`config.mk`:
```
export PLATFORM = sky130hd
export DESIGN_NAME = rom_region_checksum_top
export DESIGN_NICKNAME = d
export VERILOG_FILES = /design/src/hdl/rrc_pkg.sv /design/src/hdl/rrc_region.sv /design/src/hdl/rom_region_checksum_top.sv
export SDC_FILE = /design/constraint.sdc
export NUM_CORES = 1
export LEC_CHECK = 0
export ABC_AREA = 1
export BUFFER_PORTS_ARGS = -buffer_cell sky130_fd_sc_hd__buf_2
export CAP_MARGIN = 0
export CORE_MARGIN = 5
export CORE_UTILIZATION = 40
export CTS_CLUSTER_DIAMETER = 100
export CTS_CLUSTER_SIZE = 12
export DETAILED_ROUTE_END_ITERATION = 12
export GPL_ROUTABILITY_DRIVEN = 0
export GPL_TIMING_DRIVEN = 1
export PLACE_DENSITY = 0.6
export SLEW_MARGIN = 20
export SYNTH_ARGS = -nofsm -noshare
export SYNTH_HDL_FRONTEND = slang
export SYNTH_HIERARCHICAL = 1
export SYNTH_SLANG_ARGS = --single-unit
```
`constraint.sdc`:
```
create_clock -name clk -period 14.9 [get_ports clk]
set_clock_uncertainty 0.15 [all_clocks]
set_input_delay 0.745 -clock clk [delete_from_list [all_inputs] [get_ports clk]]
set_output_delay 0.745 -clock clk [all_outputs]
set_load 0.02 [all_outputs]
```
`src/hdl/rrc_pkg.sv`:
```
// rom region checksum shared types and constants
package rrc_pkg;

    localparam int ADDR_W  = 20;
    localparam int DATA_W  = 8;
    localparam int SUM_W   = 16;
    localparam int SIZE_W  = 21;
    localparam int CODE_W  = 4;
    localparam int LOW_W   = 16;
    localparam int CFG_IDX_W = 1;

    localparam logic [CFG_IDX_W-1:0] CFG_RANGE_CODE = 1'd0;
    localparam logic [CFG_IDX_W-1:0] CFG_IMAGE_SIZE = 1'd1;

    localparam logic [CODE_W-1:0] RANGE_CODE_RESET = 4'hC;

    localparam logic [CODE_W-1:0] CODE_HI_256K  = 4'h0;
    localparam logic [CODE_W-1:0] CODE_HI_512K  = 4'h1;
    localparam logic [CODE_W-1:0] CODE_HI_1M    = 4'h2;
    localparam logic [CODE_W-1:0] CODE_LO_8K    = 4'hA;
    localparam logic [CODE_W-1:0] CODE_LO_16K   = 4'hB;
    localparam logic [CODE_W-1:0] CODE_LO_32K   = 4'hC;
    localparam logic [CODE_W-1:0] CODE_LO_48K   = 4'hD;
    localparam logic [CODE_W-1:0] CODE_HI_64K   = 4'hE;
    localparam logic [CODE_W-1:0] CODE_HI_128K  = 4'hF;

    localparam logic [LOW_W-1:0] LOW_SMALL   = 16'h1FEF;
    localparam logic [LOW_W-1:0] LOW_MEDIUM  = 16'h3FEF;
    localparam logic [LOW_W-1:0] LOW_DEFAULT = 16'h7FEF;
    localparam logic [LOW_W-1:0] LOW_LARGE   = 16'hBFEF;

    localparam logic [ADDR_W-1:0] HIGH_START  = 20'h08000;
    localparam logic [ADDR_W-1:0] HIGH_64K    = 20'h0FFFF;
    localparam logic [ADDR_W-1:0] HIGH_128K   = 20'h1FFFF;
    localparam logic [ADDR_W-1:0] HIGH_256K   = 20'h3FFFF;
    localparam logic [ADDR_W-1:0] HIGH_512K   = 20'h7FFFF;
    localparam logic [ADDR_W-1:0] HIGH_1M     = 20'hFFFFF;

    localparam logic [SIZE_W-1:0] SIZE_SPLIT  = 21'h04000;

    typedef struct packed {
        logic [LOW_W-1:0]  low_end;
        logic [ADDR_W-1:0] high_end;
        logic              high_en;
    } region_t;

endpackage

```
`src/hdl/rrc_region.sv`:
```
// region bounds decode from range code and image size
module rrc_region
    import rrc_pkg::*;
(
    input  logic [CODE_W-1:0] range_code,
    input  logic [SIZE_W-1:0] image_size,
    output region_t           region
);

    logic [LOW_W-1:0]  lo_raw;
    logic [ADDR_W-1:0] hi_raw;
    logic              hi_raw_en;
    logic              size_set;

    always_comb
    begin
        lo_raw    = LOW_DEFAULT;
        hi_raw    = '0;
        hi_raw_en = 1'b0;
        unique case (range_code)
            CODE_LO_8K:   lo_raw = LOW_SMALL;
            CODE_LO_16K:  lo_raw = LOW_MEDIUM;
            CODE_LO_32K:  lo_raw = LOW_DEFAULT;
            CODE_LO_48K:  lo_raw = LOW_LARGE;
            CODE_HI_64K:
            begin
                hi_raw    = HIGH_64K;
                hi_raw_en = 1'b1;
            end
            CODE_HI_128K:
            begin
                hi_raw    = HIGH_128K;
                hi_raw_en = 1'b1;
            end
            CODE_HI_256K:
            begin
                hi_raw    = HIGH_256K;
                hi_raw_en = 1'b1;
            end
            CODE_HI_512K:
            begin
                hi_raw    = HIGH_512K;
                hi_raw_en = 1'b1;
            end
            CODE_HI_1M:
            begin
                hi_raw    = HIGH_1M;
                hi_raw_en = 1'b1;
            end
            default:
            begin
                lo_raw    = LOW_DEFAULT;
                hi_raw_en = 1'b0;
            end
        endcase
    end

    assign size_set = (image_size != '0);

    always_comb
    begin
        region.low_end  = lo_raw;
        region.high_end = hi_raw;
        region.high_en  = hi_raw_en;
        if (size_set && ({{(SIZE_W-LOW_W){1'b0}}, lo_raw} >= image_size))
        begin
            region.low_end = (image_size >= SIZE_SPLIT) ? LOW_MEDIUM : LOW_SMALL;
        end
        if (size_set && ({{(SIZE_W-ADDR_W){1'b0}}, hi_raw} >= image_size))
        begin
            region.high_en = 1'b0;
        end
    end

endmodule

```
`src/hdl/rom_region_checksum_top.sv`:
```
// rom region checksum top level: input register, region test, sum and result register
//
//  channel   signals                                        direction
//  in        in_valid/in_ready, byte_address, data_byte,    into block
//            end_of_image
//  out       out_valid/out_ready, checksum                  out of block
//  cfg       cfg_write_en, cfg_index, cfg_data              into block
//
//  one item per cycle unless a held result stalls a last item; a last item's result
//  reaches the output register through the input register, then region compare and add
//  reset clears the sum and valid flags and sets the config registers (range code 0xC, size 0)
//  a held result only stalls a following last item; other items keep flowing
module rom_region_checksum_top
    import rrc_pkg::*;
(
    input  logic                 clk,
    input  logic                 rst_n,
    input  logic                 in_valid,
    output logic                 in_ready,
    input  logic [ADDR_W-1:0]    byte_address,
    input  logic [DATA_W-1:0]    data_byte,
    input  logic                 end_of_image,
    output logic                 out_valid,
    input  logic                 out_ready,
    output logic [SUM_W-1:0]     checksum,
    input  logic                 cfg_write_en,
    input  logic [CFG_IDX_W-1:0] cfg_index,
    input  logic [SIZE_W-1:0]    cfg_data
);

    logic [CODE_W-1:0] range_code_reg;
    logic [SIZE_W-1:0] image_size_reg;

    logic              s1_valid_reg;
    logic [ADDR_W-1:0] s1_addr_reg;
    logic [DATA_W-1:0] s1_data_reg;
    logic              s1_last_reg;

    logic [SUM_W-1:0]  sum_reg;
    logic [SUM_W-1:0]  sum_next;
    logic              out_valid_reg;
    logic [SUM_W-1:0]  out_sum_reg;

    region_t           region;
    logic              take;
    logic              out_free;
    logic              s1_advance;

    rrc_region u_region (
        .range_code (range_code_reg),
        .image_size (image_size_reg),
        .region     (region)
    );

    always_ff @(posedge clk or negedge rst_n)
    begin
        if (!rst_n)
        begin
            range_code_reg <= RANGE_CODE_RESET;
            image_size_reg <= '0;
        end
        else if (cfg_write_en)
        begin
            unique case (cfg_index)
                CFG_RANGE_CODE: range_code_reg <= cfg_data[CODE_W-1:0];
                CFG_IMAGE_SIZE: image_size_reg <= cfg_data;
                default:        ;
            endcase
        end
    end

    assign take = (s1_addr_reg <= {{(ADDR_W-LOW_W){1'b0}}, region.low_end})
                || (region.high_en && (s1_addr_reg >= HIGH_START)
                    && (s1_addr_reg <= region.high_end));

    assign sum_next   = sum_reg + (take ? {{(SUM_W-DATA_W){1'b0}}, s1_data_reg} : '0);
    assign out_free   = !out_valid_reg || out_ready;
    assign s1_advance = s1_valid_reg && (!s1_last_reg || out_free);
    assign in_ready   = !s1_valid_reg || s1_advance;

    // input register
    always_ff @(posedge clk or negedge rst_n)
    begin
        if (!rst_n)
        begin
            s1_valid_reg <= 1'b0;
        end
        else if (in_ready)
        begin
            s1_valid_reg <= in_valid;
        end
    end

    always_ff @(posedge clk)
    begin
        if (in_ready && in_valid)
        begin
            s1_addr_reg <= byte_address;
            s1_data_reg <= data_byte;
            s1_last_reg <= end_of_image;
        end
    end

    // running sum and result register
    always_ff @(posedge clk or negedge rst_n)
    begin
        if (!rst_n)
        begin
            sum_reg       <= '0;
            out_valid_reg <= 1'b0;
        end
        else
        begin
            if (s1_advance)
            begin
                sum_reg <= s1_last_reg ? '0 : sum_next;
            end
            if (s1_advance && s1_last_reg)
            begin
                out_valid_reg <= 1'b1;
            end
            else if (out_ready)
            begin
                out_valid_reg <= 1'b0;
            end
        end
    end

    always_ff @(posedge clk)
    begin
        if (s1_advance && s1_last_reg)
        begin
            out_sum_reg <= sum_next;
        end
    end

    assign out_valid = out_valid_reg;
    assign checksum  = out_sum_reg;

endmodule
```
## Word-level counts from Yosys, hierarchy flattened

Cells that the tools add are included.

- Word-level logic and storage cells: 54
- Bits of input ports: 56
- Register bits after elaboration: 88
- Memory bits (writable): 0
- Memory bits (read-only): 0
- Bits in latches: 0
- Output and inout bits: 18
- Memories kept: 0

- Multiply operators: 0
- Add/subtract/negate cells: 1
- Equality and inequality tests: 7
- Multiplexer cells: 10
- Divide/modulo/power cells: 0
- Order comparisons: 6
- Reductions and logical operators: 20
- Bitwise gates (word level): 1
- Shift operators: 0

Operators by type and width:

| kind | count |
|---|---|
| $pmux W20 S5 | 1 |
| $pmux W16 S3 | 1 |
| $mux W16 | 2 |
| $ge A16 B21 Y1 | 1 |
| $ge A20 B21 Y1 | 1 |
| $ge A21 B15 Y1 const B | 1 |
| $reduce_bool A21 Y1 | 1 |
| $eq A4 B4 Y1 const B | 5 |
| $ge A20 B16 Y1 const B | 1 |
| $le A20 B16 Y1 | 1 |
| $le A20 B20 Y1 | 1 |
| $add A16 B8 Y16 | 1 |
| $mux W14 | 1 |
| $mux W8 | 1 |
| $logic_and A1 B1 Y1 | 7 |
| $reduce_or A5 Y1 | 1 |
| $eq A4 B1 Y1 const B | 1 |
| $eq A4 B2 Y1 const B | 1 |
| $logic_not A4 Y1 | 1 |
| $logic_or A1 B1 Y1 | 4 |
| $mux W1 | 4 |
| $reduce_and A2 Y1 | 2 |
| $logic_not A1 Y1 | 3 |
| $reduce_bool A2 Y1 | 1 |
| $not A1 Y1 | 1 |

## Depth between registers and ports, before layout

- Depth in word-level cells: 11
- Depth in mapped cells: 32

## By module

The synthesis kept the hierarchy.

By module, submodules not included:

| module | area an instance (sq um) | times used | cells an instance |
|---|---|---|---|
| rom_region_checksum_top | 4742.0 | 1 | 491 |
| rrc_region | 1086.0 | 1 | 188 |

## Worst setup path before layout

No wires, ideal clock.

- Path kind: register to register
- From: register range_code_reg[3]
- To: register out_sum_reg[8] (netlist: checksum[8]) (data pin)
- Stages on the path, launching flop included: 23
- Setup slack: 10.171 ns
- Arrival time: 4.323 ns
- Path buffers: 1
- Library setup time: 0.255 ns
- Cells stage by stage: dfstp_2 nand2_1 o21ai_1 buf_4 inv_1 ha_1 nand2_1 nor2_1 nand2_1 nor2_2 nand2_1 nand3_1 nand2_1 nand2_2 a21oi_1 ha_1 fa_1 nand2_1 nand2_1 o21ai_2 o21ai_2 or2_1 and2_4

RTL lines:

| item | line | text |
|---|---|---|
| start, declared | rom_region_checksum_top.sv:31 | `logic [CODE_W-1:0] range_code_reg;` |
| start signal, assigned | rom_region_checksum_top.sv:65 | `CFG_RANGE_CODE: range_code_reg <= cfg_data[CODE_W-1:0];` |
| end signal, assigned | rom_region_checksum_top.sv:133 | `out_sum_reg <= sum_next;` |
| end, declared | rom_region_checksum_top.sv:42 | `logic [SUM_W-1:0] out_sum_reg;` |

==> out/metrics.csv <==
metric,value,unit
"Hold Vio Cnt, Final",0,
gr ovfl total,0,
Worst R2R Start,range_code_reg[3],
"Reg clk slew, reported paths",70,ps
Slew Limit Fails,0,
Skew-Pair Late Insertion Delay,350,ps
crit path DAT,4960,ps
Synth cell types,38,
Routed WL,12500,um
"Seq/Total Area, Yosys",41.7,%
Worst Setup Path Type,reg2reg,
Worst-Margin Slew,1090,ps
cell repeated most along the worst path,nand2_1,
detailed placement HPWL,9760,um
Via-to-Cell Ratio,4.72,
Total Routing Usage GR,15.2,%
status,completed,
share of cells above drive strength 1,17.5,%
relative slew slack,26.9,%
hold_ws,240,ps
"count leader, synth",nand2_1,
worst vdd ir,0.0831,mV
total internal power,469,uW
initial antenna violation count,0,
Setup TNS,0,ps
Syn Area/Cell,8.58,um2
First-pass DRT Iterations,4,
max FFs per register,21,
die area,0.0171,mm2
IO Port Bufs,73,
first-pass GRT wire length,20300,um
Synth area leader,edfxtp_1,
post-layout minimum cycle time,5000,ps
Fill cells,1415,
DR vias,4403,
worst-path fanout max,8,
final period utilization,33.6,%
postcts setup bufs,0,
Lkg Pwr,0.00348,uW
drt initial violations,236,
Synth top area share,23.2,%
synth top area cells,"edfxtp_1 23%, dfrtp_1 18%, ha_1 14%",
clock group share of total power,32.1,%
switch share,32.2,%
Main synth FF type,edfxtp_1,
largest net degree at the start of global routing,44,
critical path data required time,14860,ps
max-cap viol count,0,
cts repair resizes,0,
Synth top cells by count,"154 x nand2_1, 132 x inv_1, 67 x ha_1",
"FFs w/ async S/R, synth",48.9,%
Initial Utilization,40.4,%
Yosys reg bits,88,
Post-synth EDFFs,45,
Setup crit end kind,flip-flop,
Slowest cell on crit path,dfstp_2,
R2R depth,28,
antenna-violating nets left,0,
Die Y,131,um
post-synthesis cell area,0.00583,mm2
Comb power frac,25.0,%
htree depth,3,
"setup slack, reg-to-reg",9900,ps
Worst setup SP type,flip-flop,
PD cells,106,mW/mm2
Synth warnings,6,
Chip Width,131,um
CTS Buf Count,9,
Sequential Power Share,43.0,%
Register Area,0.00243,mm2
final core occ,45.3,%
vias in the first global route,4424,
clock sinks,88,
synthesis-to-finish area growth,12.2,%
hold buffer count at CTS,0,
Setup-failing EPs final,0,
# DRC,0,
RSZ-0062 raised after global routing,false,
site row count,44,
hold crit path type,in2async,
CTS tree,done,
Reg-to-Reg End,checksum[8],
drt wl/cell,13.4,um
CTS Root Cell,clkbuf_16,
fin nets,868,
NetSw,223,uW
Top Ports,74,
Syn Inst Count,679,
multi-input logic area,0.00271,mm2
Worst path max stage delay,570,ps
Fmax,0.200,GHz
worst-case clock buffer depth,2,
Core Area,0.0144,mm2
ANT cells,0,
layout make-up:
| cell class | count | area share, % |
|---|---|---|
| clock inverters | 4 | 0.574 |
| well taps | 184 | 3.52 |
| multi-input cells | 436 | 41.4 |
| repair buffers | 75 | 5.86 |
| clock buffers | 12 | 3.77 |
| flip-flops and latches | 88 | 37.2 |
| inverters | 134 | 7.69 |
placed cells by master (no fill, tap or decap), types with 2 or more instances in the layout:
cell type	count
buf_4	3
nor3_2	2
nand4_1	8
o21ai_2	4
mux2_2	17
dfrtp_1	41
a21oi_2	2
ha_1	67
nand2_1	154
a21o_1	4
nand3b_1	2
buf_2	72
nor3_1	4
nand3_1	32
clkinv_4	2
inv_1	132
clkbuf_1	2
nand3_2	2
dfstp_2	2
and2_1	8
conb_1	13
o21ai_0	22
inv_2	2
clkbuf_16	9
nor2_1	38
edfxtp_1	45
a22o_1	4
a21oi_1	29
xor2_1	6
nand2_2	3
nor2_2	5
worst max path at each step:
stage / from / end / slack (ps) / cells after the start
after floorplan: range_code_reg[3] / checksum[8] / 10170 / 22
after global placement: range_code_reg[3] / checksum[8] / 10250 / 28
after detailed placement: range_code_reg[3] / checksum[8] / 9980 / 28
after CTS: range_code_reg[3] / checksum[8] / 9950 / 28
after global routing: range_code_reg[3] / checksum[8] / 9520 / 28
final: range_code_reg[3] / checksum[8] / 9900 / 28
power groups by stage:
stage          Clock, uW  Combinational (uW)  Sequential [uW]
2_1_floorplan          0                 134              302
3_3_place_gp           0                 165              302
3_5_place_dp           0                 173              302
4_1_cts              229                 174              298
5_1_grt              241                 199              300
6_report             222                 173              297
metrics by stage:
step | cells | worst slack (ps) | power, uW | instance area [um2]
2_1_floorplan | 690 | 10170 | 436 | 5870
3_5_place_dp | 917 | 9980 | 476 | 6250
5_1_grt | 933 | 9520 | 740 | 6540
3_3_place_gp | 917 | 10250 | 467 | 6250
4_1_cts | 933 | 9950 | 700 | 6540
6_report | 933 | 9900 | 692 | 6540
logic make-up after synthesis:
kind of cell    count (synthesis)  synth area share (%)
flops                          88                  41.7
buf+inv                       166                  12.6
xor+xnor                        6                 0.902
mux                            17                  3.28
compound gates                 71                  7.30
simple gates                  261                  19.3
other cells                     2                 0.129
fa+ha+maj                      68                  14.7
layer usage:
metal | vias up | part of all wire, % | track usage [%]
met1 | 2042 | 46 | 19.1
li1 | 2278 | - | -
met2 | 73 | 49 | 25.8
met4 | 0 | 1.2 | 4.17
met3 | 10 | 4.0 | 4.27
met5 | - | 0 | 0
worst max-delay path, delay by kind of cell (launching register included):
family | cells | cell delay (ps)
and+or+nand+nor | 15 | 1680
AOI/OAI and AO/OA | 7 | 900
DFF | 1 | 570
adders and majority gates | 4 | 1230
buffers and inverters | 2 | 240
Power figures use the tool's default switching activity.
